### src/rtl/core/ptt_pkg.sv
// ----------------------------------------------------------------------------
// ptt_pkg: shared types and constants of the priority task table
// Beat layouts, command and status codes, and the cell operation codes.
// ----------------------------------------------------------------------------
package ptt_pkg;

  localparam int CAPACITY  = 64;
  localparam int ID_BITS   = 16;
  localparam int PRIO_BITS = 32;

  // Command codes
  localparam logic [1:0] CMD_ADD    = 2'd0;
  localparam logic [1:0] CMD_CHANGE = 2'd1;
  localparam logic [1:0] CMD_REMOVE = 2'd2;
  localparam logic [1:0] CMD_EXEC   = 2'd3;

  // Status codes
  localparam logic [2:0] ST_OK      = 3'd0;
  localparam logic [2:0] ST_EMPTY   = 3'd1;
  localparam logic [2:0] ST_FULL    = 3'd2;
  localparam logic [2:0] ST_ABSENT  = 3'd3;
  localparam logic [2:0] ST_PRESENT = 3'd4;

  // Cell operations
  localparam logic [1:0] OP_HOLD   = 2'd0;
  localparam logic [1:0] OP_INSERT = 2'd1;
  localparam logic [1:0] OP_POP    = 2'd2;
  localparam logic [1:0] OP_CLOSE  = 2'd3;

  typedef struct packed {
    logic [1:0]                  command;
    logic [ID_BITS-1:0]          user_id;
    logic [ID_BITS-1:0]          task_id;
    logic signed [PRIO_BITS-1:0] priority_req;
  } request_t;

  typedef struct packed {
    logic [ID_BITS-1:0] owner;
    logic [2:0]         status;
  } response_t;

  typedef struct packed {
    logic                        valid;
    logic signed [PRIO_BITS-1:0] prio;
    logic [ID_BITS-1:0]          task_id;
    logic [ID_BITS-1:0]          user_id;
  } entry_t;

  typedef struct packed {
    logic signed [PRIO_BITS-1:0] prio;
    logic [ID_BITS-1:0]          task_id;
  } key_t;

  typedef struct packed {
    logic [1:0]         op;
    key_t               key;
    logic [ID_BITS-1:0] id;
    entry_t             ins;
  } cell_ctl_t;

endpackage

### src/rtl/core/ptt_cell.sv
// ----------------------------------------------------------------------------
// ptt_cell: one slot of the sorted task chain
// Holds one entry, compares it against the broadcast key and id, and moves
// entries to or from its neighbors on insert, pop and close operations.
// ----------------------------------------------------------------------------
module ptt_cell (
  input  logic              clk,
  input  logic              rst,
  input  ptt_pkg::cell_ctl_t ctl,
  input  logic              left_gt,
  input  ptt_pkg::entry_t   left_ent,
  input  ptt_pkg::entry_t   right_ent,
  output ptt_pkg::entry_t   ent,
  output logic              gt,
  output logic              eq,
  output logic              match
);

  logic            valid;
  ptt_pkg::entry_t data;
  ptt_pkg::entry_t ent_next;
  logic            gt_now;
  logic            eq_now;
  logic            match_now;

  always_comb begin
    ent       = data;
    ent.valid = valid;
  end

  // Key order: priority (signed), then task id (unsigned)
  always_comb begin
    gt_now = !valid ||
             ($signed(ctl.key.prio) > $signed(data.prio)) ||
             (($signed(ctl.key.prio) == $signed(data.prio)) &&
              (ctl.key.task_id > data.task_id));
    eq_now    = valid && (ctl.key.prio == data.prio) && (ctl.key.task_id == data.task_id);
    match_now = valid && (ctl.id == data.task_id);
  end

  always_comb begin
    ent_next = ent;
    unique case (ctl.op)
      ptt_pkg::OP_HOLD: begin
      end
      ptt_pkg::OP_INSERT: begin
        // first lower cell takes the new entry, the rest move right
        if (gt) begin
          ent_next = left_gt ? left_ent : ctl.ins;
        end
      end
      ptt_pkg::OP_POP: begin
        ent_next = right_ent;
      end
      ptt_pkg::OP_CLOSE: begin
        if (gt || eq) begin
          ent_next = right_ent;
        end
      end
      default: begin
      end
    endcase
  end

  always_ff @(posedge clk) begin
    if (rst) begin
      valid <= 1'b0;
    end else begin
      valid <= ent_next.valid;
    end
  end

  always_ff @(posedge clk) begin
    data  <= ent_next;
    gt    <= gt_now;
    eq    <= eq_now;
    match <= match_now;
  end

endmodule

### config.mk
export PLATFORM = sky130hd
export DESIGN_NAME = ptt_cell
export DESIGN_NICKNAME = d
export VERILOG_FILES = /design/src/rtl/core/ptt_pkg.sv /design/src/rtl/core/ptt_cell.sv
export SDC_FILE = /design/constraint.sdc
export NUM_CORES = 1
export LEC_CHECK = 0
export BUFFER_PORTS_ARGS = -buffer_cell sky130_fd_sc_hd__buf_2
export CAP_MARGIN = 20
export CORE_AREA = 2 2 129 131
export CTS_CLUSTER_DIAMETER = 30
export DETAILED_ROUTE_END_ITERATION = 8
export DIE_AREA = 0 0 131 133
export SLEW_MARGIN = 30
export SYNTH_ARGS = -nofsm -noshare
export SYNTH_HDL_FRONTEND = slang
export SYNTH_SLANG_ARGS = --single-unit
### constraint.sdc
create_clock -name clk -period 7.4 [get_ports clk]
set_clock_uncertainty 0.2 [all_clocks]
set_input_delay 1.11 -clock clk [delete_from_list [all_inputs] [get_ports clk]]
set_output_delay 1.11 -clock clk [all_outputs]
set_load 0.005 [all_outputs]
Word-level counts from Yosys, hierarchy flattened
Cells that the tools add are included.
{ "classes": {"order_cmp": 2, "eq_ne": 8, "muxes": 4, "reduce_logical": 10} }
{ "op_table": {"columns": ["op", "n"], "rows": [
  ["two-way mux 65 bit", 3],
  ["one-hot mux 65 bit (3 select lines)", 1],
  ["== test 16 bit", 2],
  ["== test 32 bit", 1],
  ["greater-than comparator 32 bit", 1],
  ["greater-than comparator 16 bit", 1],
  ["== test 2 bit, second input constant", 2],
  ["logical AND 1 bit", 4],
  ["inequality test 2 bit, second input constant", 2],
  ["logical OR 1 bit", 3],
  ["AND reduction 3 bit", 1],
  ["nonzero test 3 bit", 1],
  ["== test 2 x 1 -> 1 bit, second input constant", 1],
  ["zero test 1 bit", 1]
]} }
{ "totals": {"register_bits": 68, "input_bits": 264, "out_inout_bits": 68, "word_cells": 31} }

Logic depth before layout (Yosys ltp)
Gate-level depths: netlist (run 1).
{ "logic_depth": {"ltp_word": 3, "mapped_depth": 8, "ltp_nobuf": 8} }

Least setup slack after synthesis (run 1)
Ideal clock, no wire load.
{ "synth_path": {"path_kind": "input-to-reg", "start": "input ctl[129] (netlist bit)", "end": "register valid", "setup_ps": 120, "arrival_time_ps": 3058, "setup_slack_ps": 4022, "stages": 4, "cell_sequence": "nand2b_1 a22o_1 mux2i_1 nor2_1"} }
{ "synth_between": {"elab_chain_len": 3} }
{ "synth_lines": {"columns": ["item", "line", "rtl"], "rows": [
  ["from (decl)", "ptt_cell.sv:9", "input ptt_pkg::cell_ctl_t ctl,"],
  ["== test 2 bit or == test 2 x 1 -> 1 bit (tied branches)", "ptt_cell.sv:43", "unique case (ctl.op)"],
  ["inequality test 2 bit (no line) or nonzero test 3 bit (tied branches)", null, null],
  ["AND reduction 3 bit (no line)", null, null],
  ["to (signal assigned)", "ptt_cell.sv:69", "valid <= ent_next.valid;"],
  ["to (decl)", "ptt_cell.sv:19", "logic valid;"]
]} }
Several ways; a longest one is shown, not always the timed one.
A chain may end at the register's enable or synchronous reset.

==> qor.yml, run 1 <==
run_status:
  status: "finished clean"
sta:
  fin_crit_ns: 2.74
  setup_tns_ns: 0
  slew_viol_final: 0
  setup_viol: 0
  tightest_slew_ns: 0.884
  slew_headroom: 0.411
  rsz0062_at_grt: "no"
  hold_viol: 0
  fmax_mhz: 366
  min_period_over_period: 0.370
critical_path:
  crit_top_cell: "buf_4"
  critPathKind: "in -> reg"
  cp_cell_sequence: "buf_4 > buf_4 > mux2i_1 > o21ai_0"
  cp_top_family: "buffers and inverters"
  path_buf_inv: 2
  crit_required_ns: 7.24
  cp.arrival_ns: 2.58
  end_kind: "flop"
  slowest_stage: "buf_4"
  start_kind: "primary input"
  crit_fanout: 35
  cpPeakStageDelay_ns: 0.63
clocking:
  cts_tree: "yes"
  cts_buffer_depth: 2
  cts_buffers: 9
  post_cts_buffers: 0
  clock_latency_ns: 0.34
  root_buffer: "clkbuf_16"
  clock-sinks: 68
  cts_max_level: 3
  post_cts_resized: 0
  clk_pin_slew_ns: 0.06
  cts_hold_buf: 0
logic_synthesis:
  synth.top_cell.area_share: 0.402
  yosys_register_bits: 68
  avgSynthCellArea_sq_um: 9.74
  synthTopCellsByCount: "78 x nand2_1, 74 x o21ai_0, 66 x mux2i_1"
  yosysWarningCount: 0
  synth_ff_type: "edfxtp_1"
  async_flop_share: 0
  syn-cell-area_sq_um: 4780
  syn_inst: 491
  yosys.area.top_type: "edfxtp_1"
  ys_top_cells_by_area: "edfxtp_1 40%, mux2i_1 14%, ha_1 13%, o21ai_0 7.7%, nand2_1 6.1%"
  yosysSeqAreaShare: 0.418
  post-synth-top-count-cell: "nand2_1"
  syn_nets: 803
  synth_cell_type_count: 35
  synth_enable_flop_cells: 64
grt:
  grt_max_degree: 84
  use_met2: 0.320
  use_met3: 0.0501
  busiest_layer: "met2"
  globalRouteOverflowTotal: 0
  grt_usage: 0.170
  grt_pass1_vias: 4645
  antenna_found_initial: 0
  use_met1: 0.180
  grt_pass1_wl_um: 22600
worst_hold_path:
  min_path_type: "reg -> reg"
layout:
  area_growth_pct: 45.4
  drive_gt1_frac: 0.434
  multiInputGateArea_sq_um: 2510
  fillers: 1629
  final_cells: 1038
  regArea_sq_um: 2000
  nets: 1125
  diodes: 0
detailed_routing:
  drc_errors: 0
  wl_per_cell_um: 14.3
  wl_um: 14900
  drt-pass1-iter-count: 4
  ant_nets: 0
  vias: 4607
  detail_route.vias_per_cell: 4.44
  drtIter0Drc: 128
power_and_ir_drop:
  powerDensity_nw_per_um2: 179
  ir_worst_vdd_mv: 0.125
  leakage_nw: 3.61
floorplan:
  die_h_um: 133
  core_area_sq_um: 16200
  floorplan.rows: 47
  ios: 332
  die-area_sq_um: 17400
  initial_core_util: 0.296
  die_x_um: 131
job:
  maxCapViolCount: 0
placement:
  gp_congestion: 0.784
  dp_hpwl_um: 12000
  placement.io_buffers: 331
  dp_cells: 1022
==> metal layers <==
metal | routed length (um) | vias up
met5 | 0 | -
met4 | 214 | 0
met3 | 1190 | 16
met2 | 7790 | 192
met1 | 5670 | 2003
li1 | - | 2396
==> worst register-to-register path, delay by kind of cell (launching register included) <==
family	cells	cell delay (ns)
compound gates	2	0.34
fa+ha+maj	1	0.30
buf+inv	1	0.05
flops	1	0.36
simple gates	4	0.96
==> stage by stage <==
| stage | instance area (sq um) | worst slack [ns] | hold slack [ns] | util | power [mW] |
|---|---|---|---|---|---|
| after detailed placement | 6650 | 4.29 | 0.408 | 0.411 | 0.811 |
| final | 6960 | 4.66 | 0.398 | 0.430 | 1.24 |
| after floorplan | 4780 | 4.02 | 0.267 | - | 0.654 |
| after CTS | 6960 | 4.65 | 0.418 | 0.430 | 1.27 |
| after global routing | 6960 | 4.48 | 0.435 | 0.430 | 1.33 |
| after global placement | 6650 | 4.35 | 0.403 | 0.411 | 0.807 |
==> final cells by class <==
type	instances	area share
Tap cell	220	0.0396
Timing Repair Buffer	333	0.241
Multi-Input combinational cell	350	0.360
Clock buffer	9	0.0324
Sequential cell	68	0.288
Clock inverter	7	0.0115
Inverter	51	0.0275
==> final timing paths <==
kind                            cells past startpoint  slack [ns]          startpoint           endpoint
worst max-delay path                                4        4.66             left_gt  ent[37]$_DFFE_PP_
worst min-delay path                                2        0.40  valid$_SDFFE_PP0P_      match$_DFF_P_
worst max register to register                      8        5.12   ent[59]$_DFFE_PP_         gt$_DFF_P_
worst min register to register                      2        0.40  valid$_SDFFE_PP0P_      match$_DFF_P_
==> registers in the layout (all words and copies together), names as in the netlist <==
name	flops
valid	1
match	1
eq	1
gt	1
ent	64
==> report_power, final <==
group / internal (mW) / switching [mW]
sequential: 0.474 / 0.0242
clock: 0.266 / 0.181
combinational: 0.150 / 0.150
==> cells in the final DEF (no fill, tap or decap), drive strengths merged, types with 2 or more instances in the layout <==
cell type	instances
o21ai	74
clkbuf	9
nor4	4
nor2b	3
nor2	7
clkinvlp	2
nand2	78
a21o	4
xor2	4
ha	48
nand4	12
a21oi	19
inv	55
mux2i	66
buf	333
nand2b	3
nand3	4
xnor2	12
dfxtp	4
edfxtp	64
==> cell families (layout without fill, tap and decap cells) <==
group	Yosys count	count (layout)	share of synthesized area
and+or+nand+nor	115	115	0.111
AOI/OAI and AO/OA	105	105	0.118
buffers and inverters	73	400	0.0596
DFF	68	68	0.418
muxes	66	66	0.138
adders and majority gates	48	48	0.126
xor gates and xnor gates	16	16	0.0293
Note: power is estimated with default switching activity, not from simulation.
==> run 2: changes to the inputs <==
- CORE_AREA: 2 2 129 131 -> 2 2 127 129
- DIE_AREA: 0 0 131 133 -> 0 0 129 131
- clock period: 7.4 -> 2.85 ns (I/O delays scaled with it)
==> qor.yml, run 2 (synthesized netlist as in run 1, its figures left out) <==
clocking:
  cts_tree: "yes"
  cts_buffers: 9
  post_cts_buffers: 0
  clock_latency_ns: 0.33
  post_cts_resized: 0
  clk_pin_slew_ns: 0.06
  clock-sinks: 68
  cts_buffer_depth: 2
  cts_max_level: 3
  root_buffer: "clkbuf_16"
  cts_hold_buf: 0
worst_hold_path:
  min_path_type: "in -> reg"
  min_to: "valid$_SDFFE_PP0P_"
  whs_path_depth: 2
  min_from: "rst"
sta:
  setup_tns_ns: 0
  rsz0062_at_grt: "no"
  slew_headroom: 0.694
  fin_crit_ns: 2.18
  min_period_over_period: 0.765
  hold_viol: 0
  slew_viol_final: 0
  setup_viol: 0
  tightest_slew_ns: 0.459
  fmax_mhz: 459
power_and_ir_drop:
  combPwrFrac: 0.244
  swShare: 0.265
  ir_worst_vdd_mv: 0.229
  seq_power_share: 0.397
  power.switching_mw: 0.858
  leakage_nw: 3.64
  p_clk_frac: 0.359
  p_int_mw: 2.38
  powerDensity_nw_per_um2: 463
grt:
  antenna_found_initial: 1
  globalRouteOverflowTotal: 0
  grt_pass1_wl_um: 20700
  grt_max_degree: 131
  grt_pass1_vias: 4268
  grt_usage: 0.163
detailed_routing:
  vias: 4615
  wl_um: 14700
  detail_route.vias_per_cell: 4.45
  drtIter0Drc: 119
  drt-pass1-iter-count: 4
  ant_nets: 0
  wl_per_cell_um: 14.2
  drc_errors: 0
layout:
  mostFrequentLayoutCell: "buf_2"
  regArea_sq_um: 2000
  final_util: 0.449
  fillers: 1594
  multiInputGateArea_sq_um: 2510
  mostFrequentLayoutCells: "329 x buf_2, 78 x nand2_1, 74 x o21ai_0, 66 x mux2i_1, 64 x edfxtp_1"
  area_growth_pct: 46.3
  drive_gt1_frac: 0.432
  largest_reg_flops: 64
  nets: 1126
critical_path:
  crit_required_ns: 2.91
  cp.arrival_ns: 2.24
  cp_cell_sequence: "inv_1 > ha_1 > nand4_2 > nor4_2 > nor3b_2 > nand3_2 > a21bo_1 > o22ai_1"
  slowest_stage: "edfxtp_1"
  reg2reg_depth: 8
  crit_fanout: 3
  critPathKind: "reg -> reg"
  start_kind: "flop"
  ff2ff_setup_slack_ns: 0.67
  cpPeakStageDelay_ns: 0.34
  r2r-start: "ent[63]$_DFFE_PP_"
  end_kind: "flop"
  r2r-end: "gt$_DFF_P_"
floorplan:
  floorplan.rows: 46
  die_h_um: 131
  die_x_um: 129
  core_area_sq_um: 15600
  die-area_sq_um: 16900
  initial_core_util: 0.307
  ios: 332
run_status:
  status: "finished clean"
placement:
  placement.io_buffers: 331
  gp_congestion: 0.824
  dp_hpwl_um: 12100
job:
  maxCapViolCount: 0
==> run 2: critical path, delay by kind of cell (launching register included) <==
family,cells,cell delay [ns]
and+or+nand+nor,4,0.87
DFF,1,0.34
AOI/OAI and AO/OA,2,0.33
adders and majority gates,1,0.32
buffers and inverters,1,0.04
==> run 2: metal layers <==
layer	vias to the layer above	track usage	routed length, um
met5	-	0	0
met2	212	0.302	7410
met3	11	0.0379	1190
met4	0	0.0601	220
li1	2396	-	-
met1	1996	0.182	5840
==> run 2: layout make-up <==
| type | count | area share |
|---|---|---|
| Antenna cell | 1 | 0.000357 |
| Clock inverter | 6 | 0.0113 |
| Multi-Input combinational cell | 350 | 0.358 |
| Sequential cell | 68 | 0.286 |
| Tap cell | 216 | 0.0386 |
| Inverter | 51 | 0.0273 |
| Timing Repair Buffer | 334 | 0.246 |
| Clock buffer | 10 | 0.0327 |
==> run 2: metrics by stage <==
step | power, mW | setup WS, ns | instances | area (sq um) | hold slack (ns)
6_report | 3.24 | 0.671 | 1036 | 7000 | 0.0583
4_1_cts | 3.30 | 0.592 | 1035 | 7000 | 0.0325
3_5_place_dp | 2.12 | 0.438 | 1019 | 6690 | 0.367
5_1_grt | 3.44 | 0.438 | 1036 | 7000 | 0.0477
2_1_floorplan | 1.70 | 0.154 | 491 | 4780 | 0.267
3_3_place_gp | 2.10 | 0.468 | 1019 | 6690 | 0.366
==> run 2: worst max-delay path by stage <==
stage                 startpoint                 end  slack [ns]
6_report       ent[63]$_DFFE_PP_          gt$_DFF_P_        0.67
5_1_grt        ent[63]$_DFFE_PP_          gt$_DFF_P_        0.44
4_1_cts        ent[63]$_DFFE_PP_          gt$_DFF_P_        0.59
3_5_place_dp            ctl[128]          gt$_DFF_P_        0.44
3_3_place_gp            ctl[128]          gt$_DFF_P_        0.47
2_1_floorplan           ctl[129]  valid$_SDFFE_PP0P_        0.15
==> run 2: power groups by stage <==
stage	clock network (mW)	logic [mW]	registers [mW]
after floorplan	0	0.384	1.32
after global routing	1.24	0.901	1.30
after CTS	1.20	0.809	1.29
final	1.16	0.790	1.29
after global placement	0	0.795	1.31
after detailed placement	0	0.804	1.31
==> run 3: changes to the inputs <==
- clock period: 2.85 -> 2.3 ns (I/O delays scaled with it)
==> qor.yml, run 3 (synthesized netlist as in run 1, its figures left out) <==
sta:
  slew_viol_final: 0
  fin_crit_ns: 2.14
  hold_viol: 0
  tightest_slew_ns: 0.378
  setup_viol: 0
  slew_headroom: 0.746
  hold-worst-slack_ns: 0.0883
  fmax_mhz: 468
  min_period_over_period: 0.930
clocking:
  clock_latency_ns: 0.33
  root_buffer: "clkbuf_16"
  cts_tree: "yes"
  cts_buffer_depth: 2
  cts_buffers: 9
  clk_pin_slew_ns: 0.06
  clock-sinks: 68
  cts_max_level: 3
floorplan:
  floorplan.rows: 46
  core_area_sq_um: 15600
  die-area_sq_um: 16900
  die_x_um: 129
  initial_core_util: 0.307
  ios: 332
  die_h_um: 131
layout:
  largest_reg_flops: 64
  final_area_sq_um: 7100
  drive_gt1_frac: 0.442
  mostFrequentLayoutCells: "329 x buf_2, 78 x nand2_1, 74 x o21ai_0, 66 x mux2i_1, 64 x edfxtp_1"
  nets: 1135
  mostFrequentLayoutCell: "buf_2"
  area_growth_pct: 48.4
placement:
  dp_hpwl_um: 12700
  placed_cell_area_sq_um: 6760
  gp_congestion: 0.804
  placement.io_buffers: 331
detailed_routing:
  ant_nets: 0
  drt-pass1-iter-count: 4
  detail_route.vias_per_cell: 4.45
  drc_errors: 0
  wl_per_cell_um: 14.5
  vias: 4655
  drtIter0Drc: 138
  wl_um: 15200
critical_path:
  start_kind: "flop"
  crit_required_ns: 2.35
  slowest_stage: "edfxtp_1"
  crit_fanout: 3
  cpPeakStageDelay_ns: 0.35
  end_kind: "flop"
  critPathKind: "reg -> reg"
  path_buf_inv: 1
  cp.arrival_ns: 2.19
  cp_top_family: "simple AND/OR/NAND/NOR gates"
  cp_cell_sequence: "inv_1 > ha_1 > nand4_4 > nor4_4 > nor3b_4 > nand3_2 > a21bo_1 > o22ai_1"
grt:
  grt_pass1_vias: 4389
  globalRouteOverflowTotal: 0
  use_met1: 0.180
  use_met3: 0.0444
  busiest_layer: "met2"
  use_met2: 0.319
  grt_pass1_wl_um: 21500
  grt_max_degree: 66
  grt_usage: 0.168
  antenna_found_initial: 2
power_and_ir_drop:
  ir_worst_vdd_mv: 0.297
  leakage_nw: 3.68
  powerDensity_nw_per_um2: 540
  totalPowerFinal_mw: 3.84
run_status:
  status: "finished clean"
worst_hold_path:
  min_path_type: "in -> reg"
job:
  maxCapViolCount: 0
-- run 3: cell types whose count changed in the layout (fill, tap and decap cells not counted), sizes merged --
| cell | before | now |
|---|---|---|
| buf | 334 | 342 |
| bufinv | 2 | 0 |
| clkinv | 4 | 5 |
| clkinvlp | 0 | 1 |
| dlygate4sd3 | 0 | 1 |
-- run 3: path summary, 6_finish.rpt --
kind / from / endpoint / slack [ns] / cells after the start
worst min-delay path: right_ent[34] / ent[34]$_DFFE_PP_ / 0.09 / 3
worst max-delay path: ent[60]$_DFFE_PP_ / gt$_DFF_P_ / 0.16 / 8
worst min register to register: valid$_SDFFE_PP0P_ / match$_DFF_P_ / 0.34 / 2
worst max register to register: ent[60]$_DFFE_PP_ / gt$_DFF_P_ / 0.16 / 8
-- run 3: report_power, final --
group / switching [mW] / internal, mW / total [mW]
Combinational: 0.510 / 0.520 / 1.03
Sequential: 0.0727 / 1.52 / 1.60
Clock: 0.495 / 0.717 / 1.21
-- run 3: worst register-to-register path, cell delays in order (launching register included) --
cell and delay, ns:
edfxtp_1 0.35, inv_1 0.05, ha_1 0.31, nand4_4 0.10, nor4_4 0.34, nor3b_4 0.26, nand3_2 0.11, a21bo_1 0.21
o22ai_1 0.13
-- run 3: routing by layer --
layer / routed length [um] / part of all wire
met3: 1270 / 0.083
met5: 13 / 0.00086
met1: 5930 / 0.39
met4: 269 / 0.018
met2: 7670 / 0.51
-- run 3: timing repair --
action / CTS / global route
buffers inserted: 0 / 1
endpoints found under the hold margin: 1 / 0
hold buffers: 1 / 0
gates resized for setup: 0 / 7
setup endpoints to repair: 0 / 1
-- run 3: through the flow --
stage | TNS, ns | util | setup slack, ns | instances
2_1_floorplan | 0 | - | 0.299 | 491
3_3_place_gp | 0 | 0.433 | 0.0447 | 1026
3_5_place_dp | -0.0262 | 0.433 | -0.0262 | 1026
4_1_cts | 0 | 0.451 | 0.0359 | 1043
5_1_grt | -0.00544 | 0.455 | -0.00544 | 1045
6_report | 0 | 0.455 | 0.162 | 1045
-- run 3: cell type report --
type	count	area [sq um]
diodes	1	2.50
well taps	216	270
clock buffers	10	229
multi-input cells	350	2570
flip-flops and latches	68	2000
inverters	51	191
repair buffers	343	1800
clock inverters	6	31.3
fillers	1603	8500
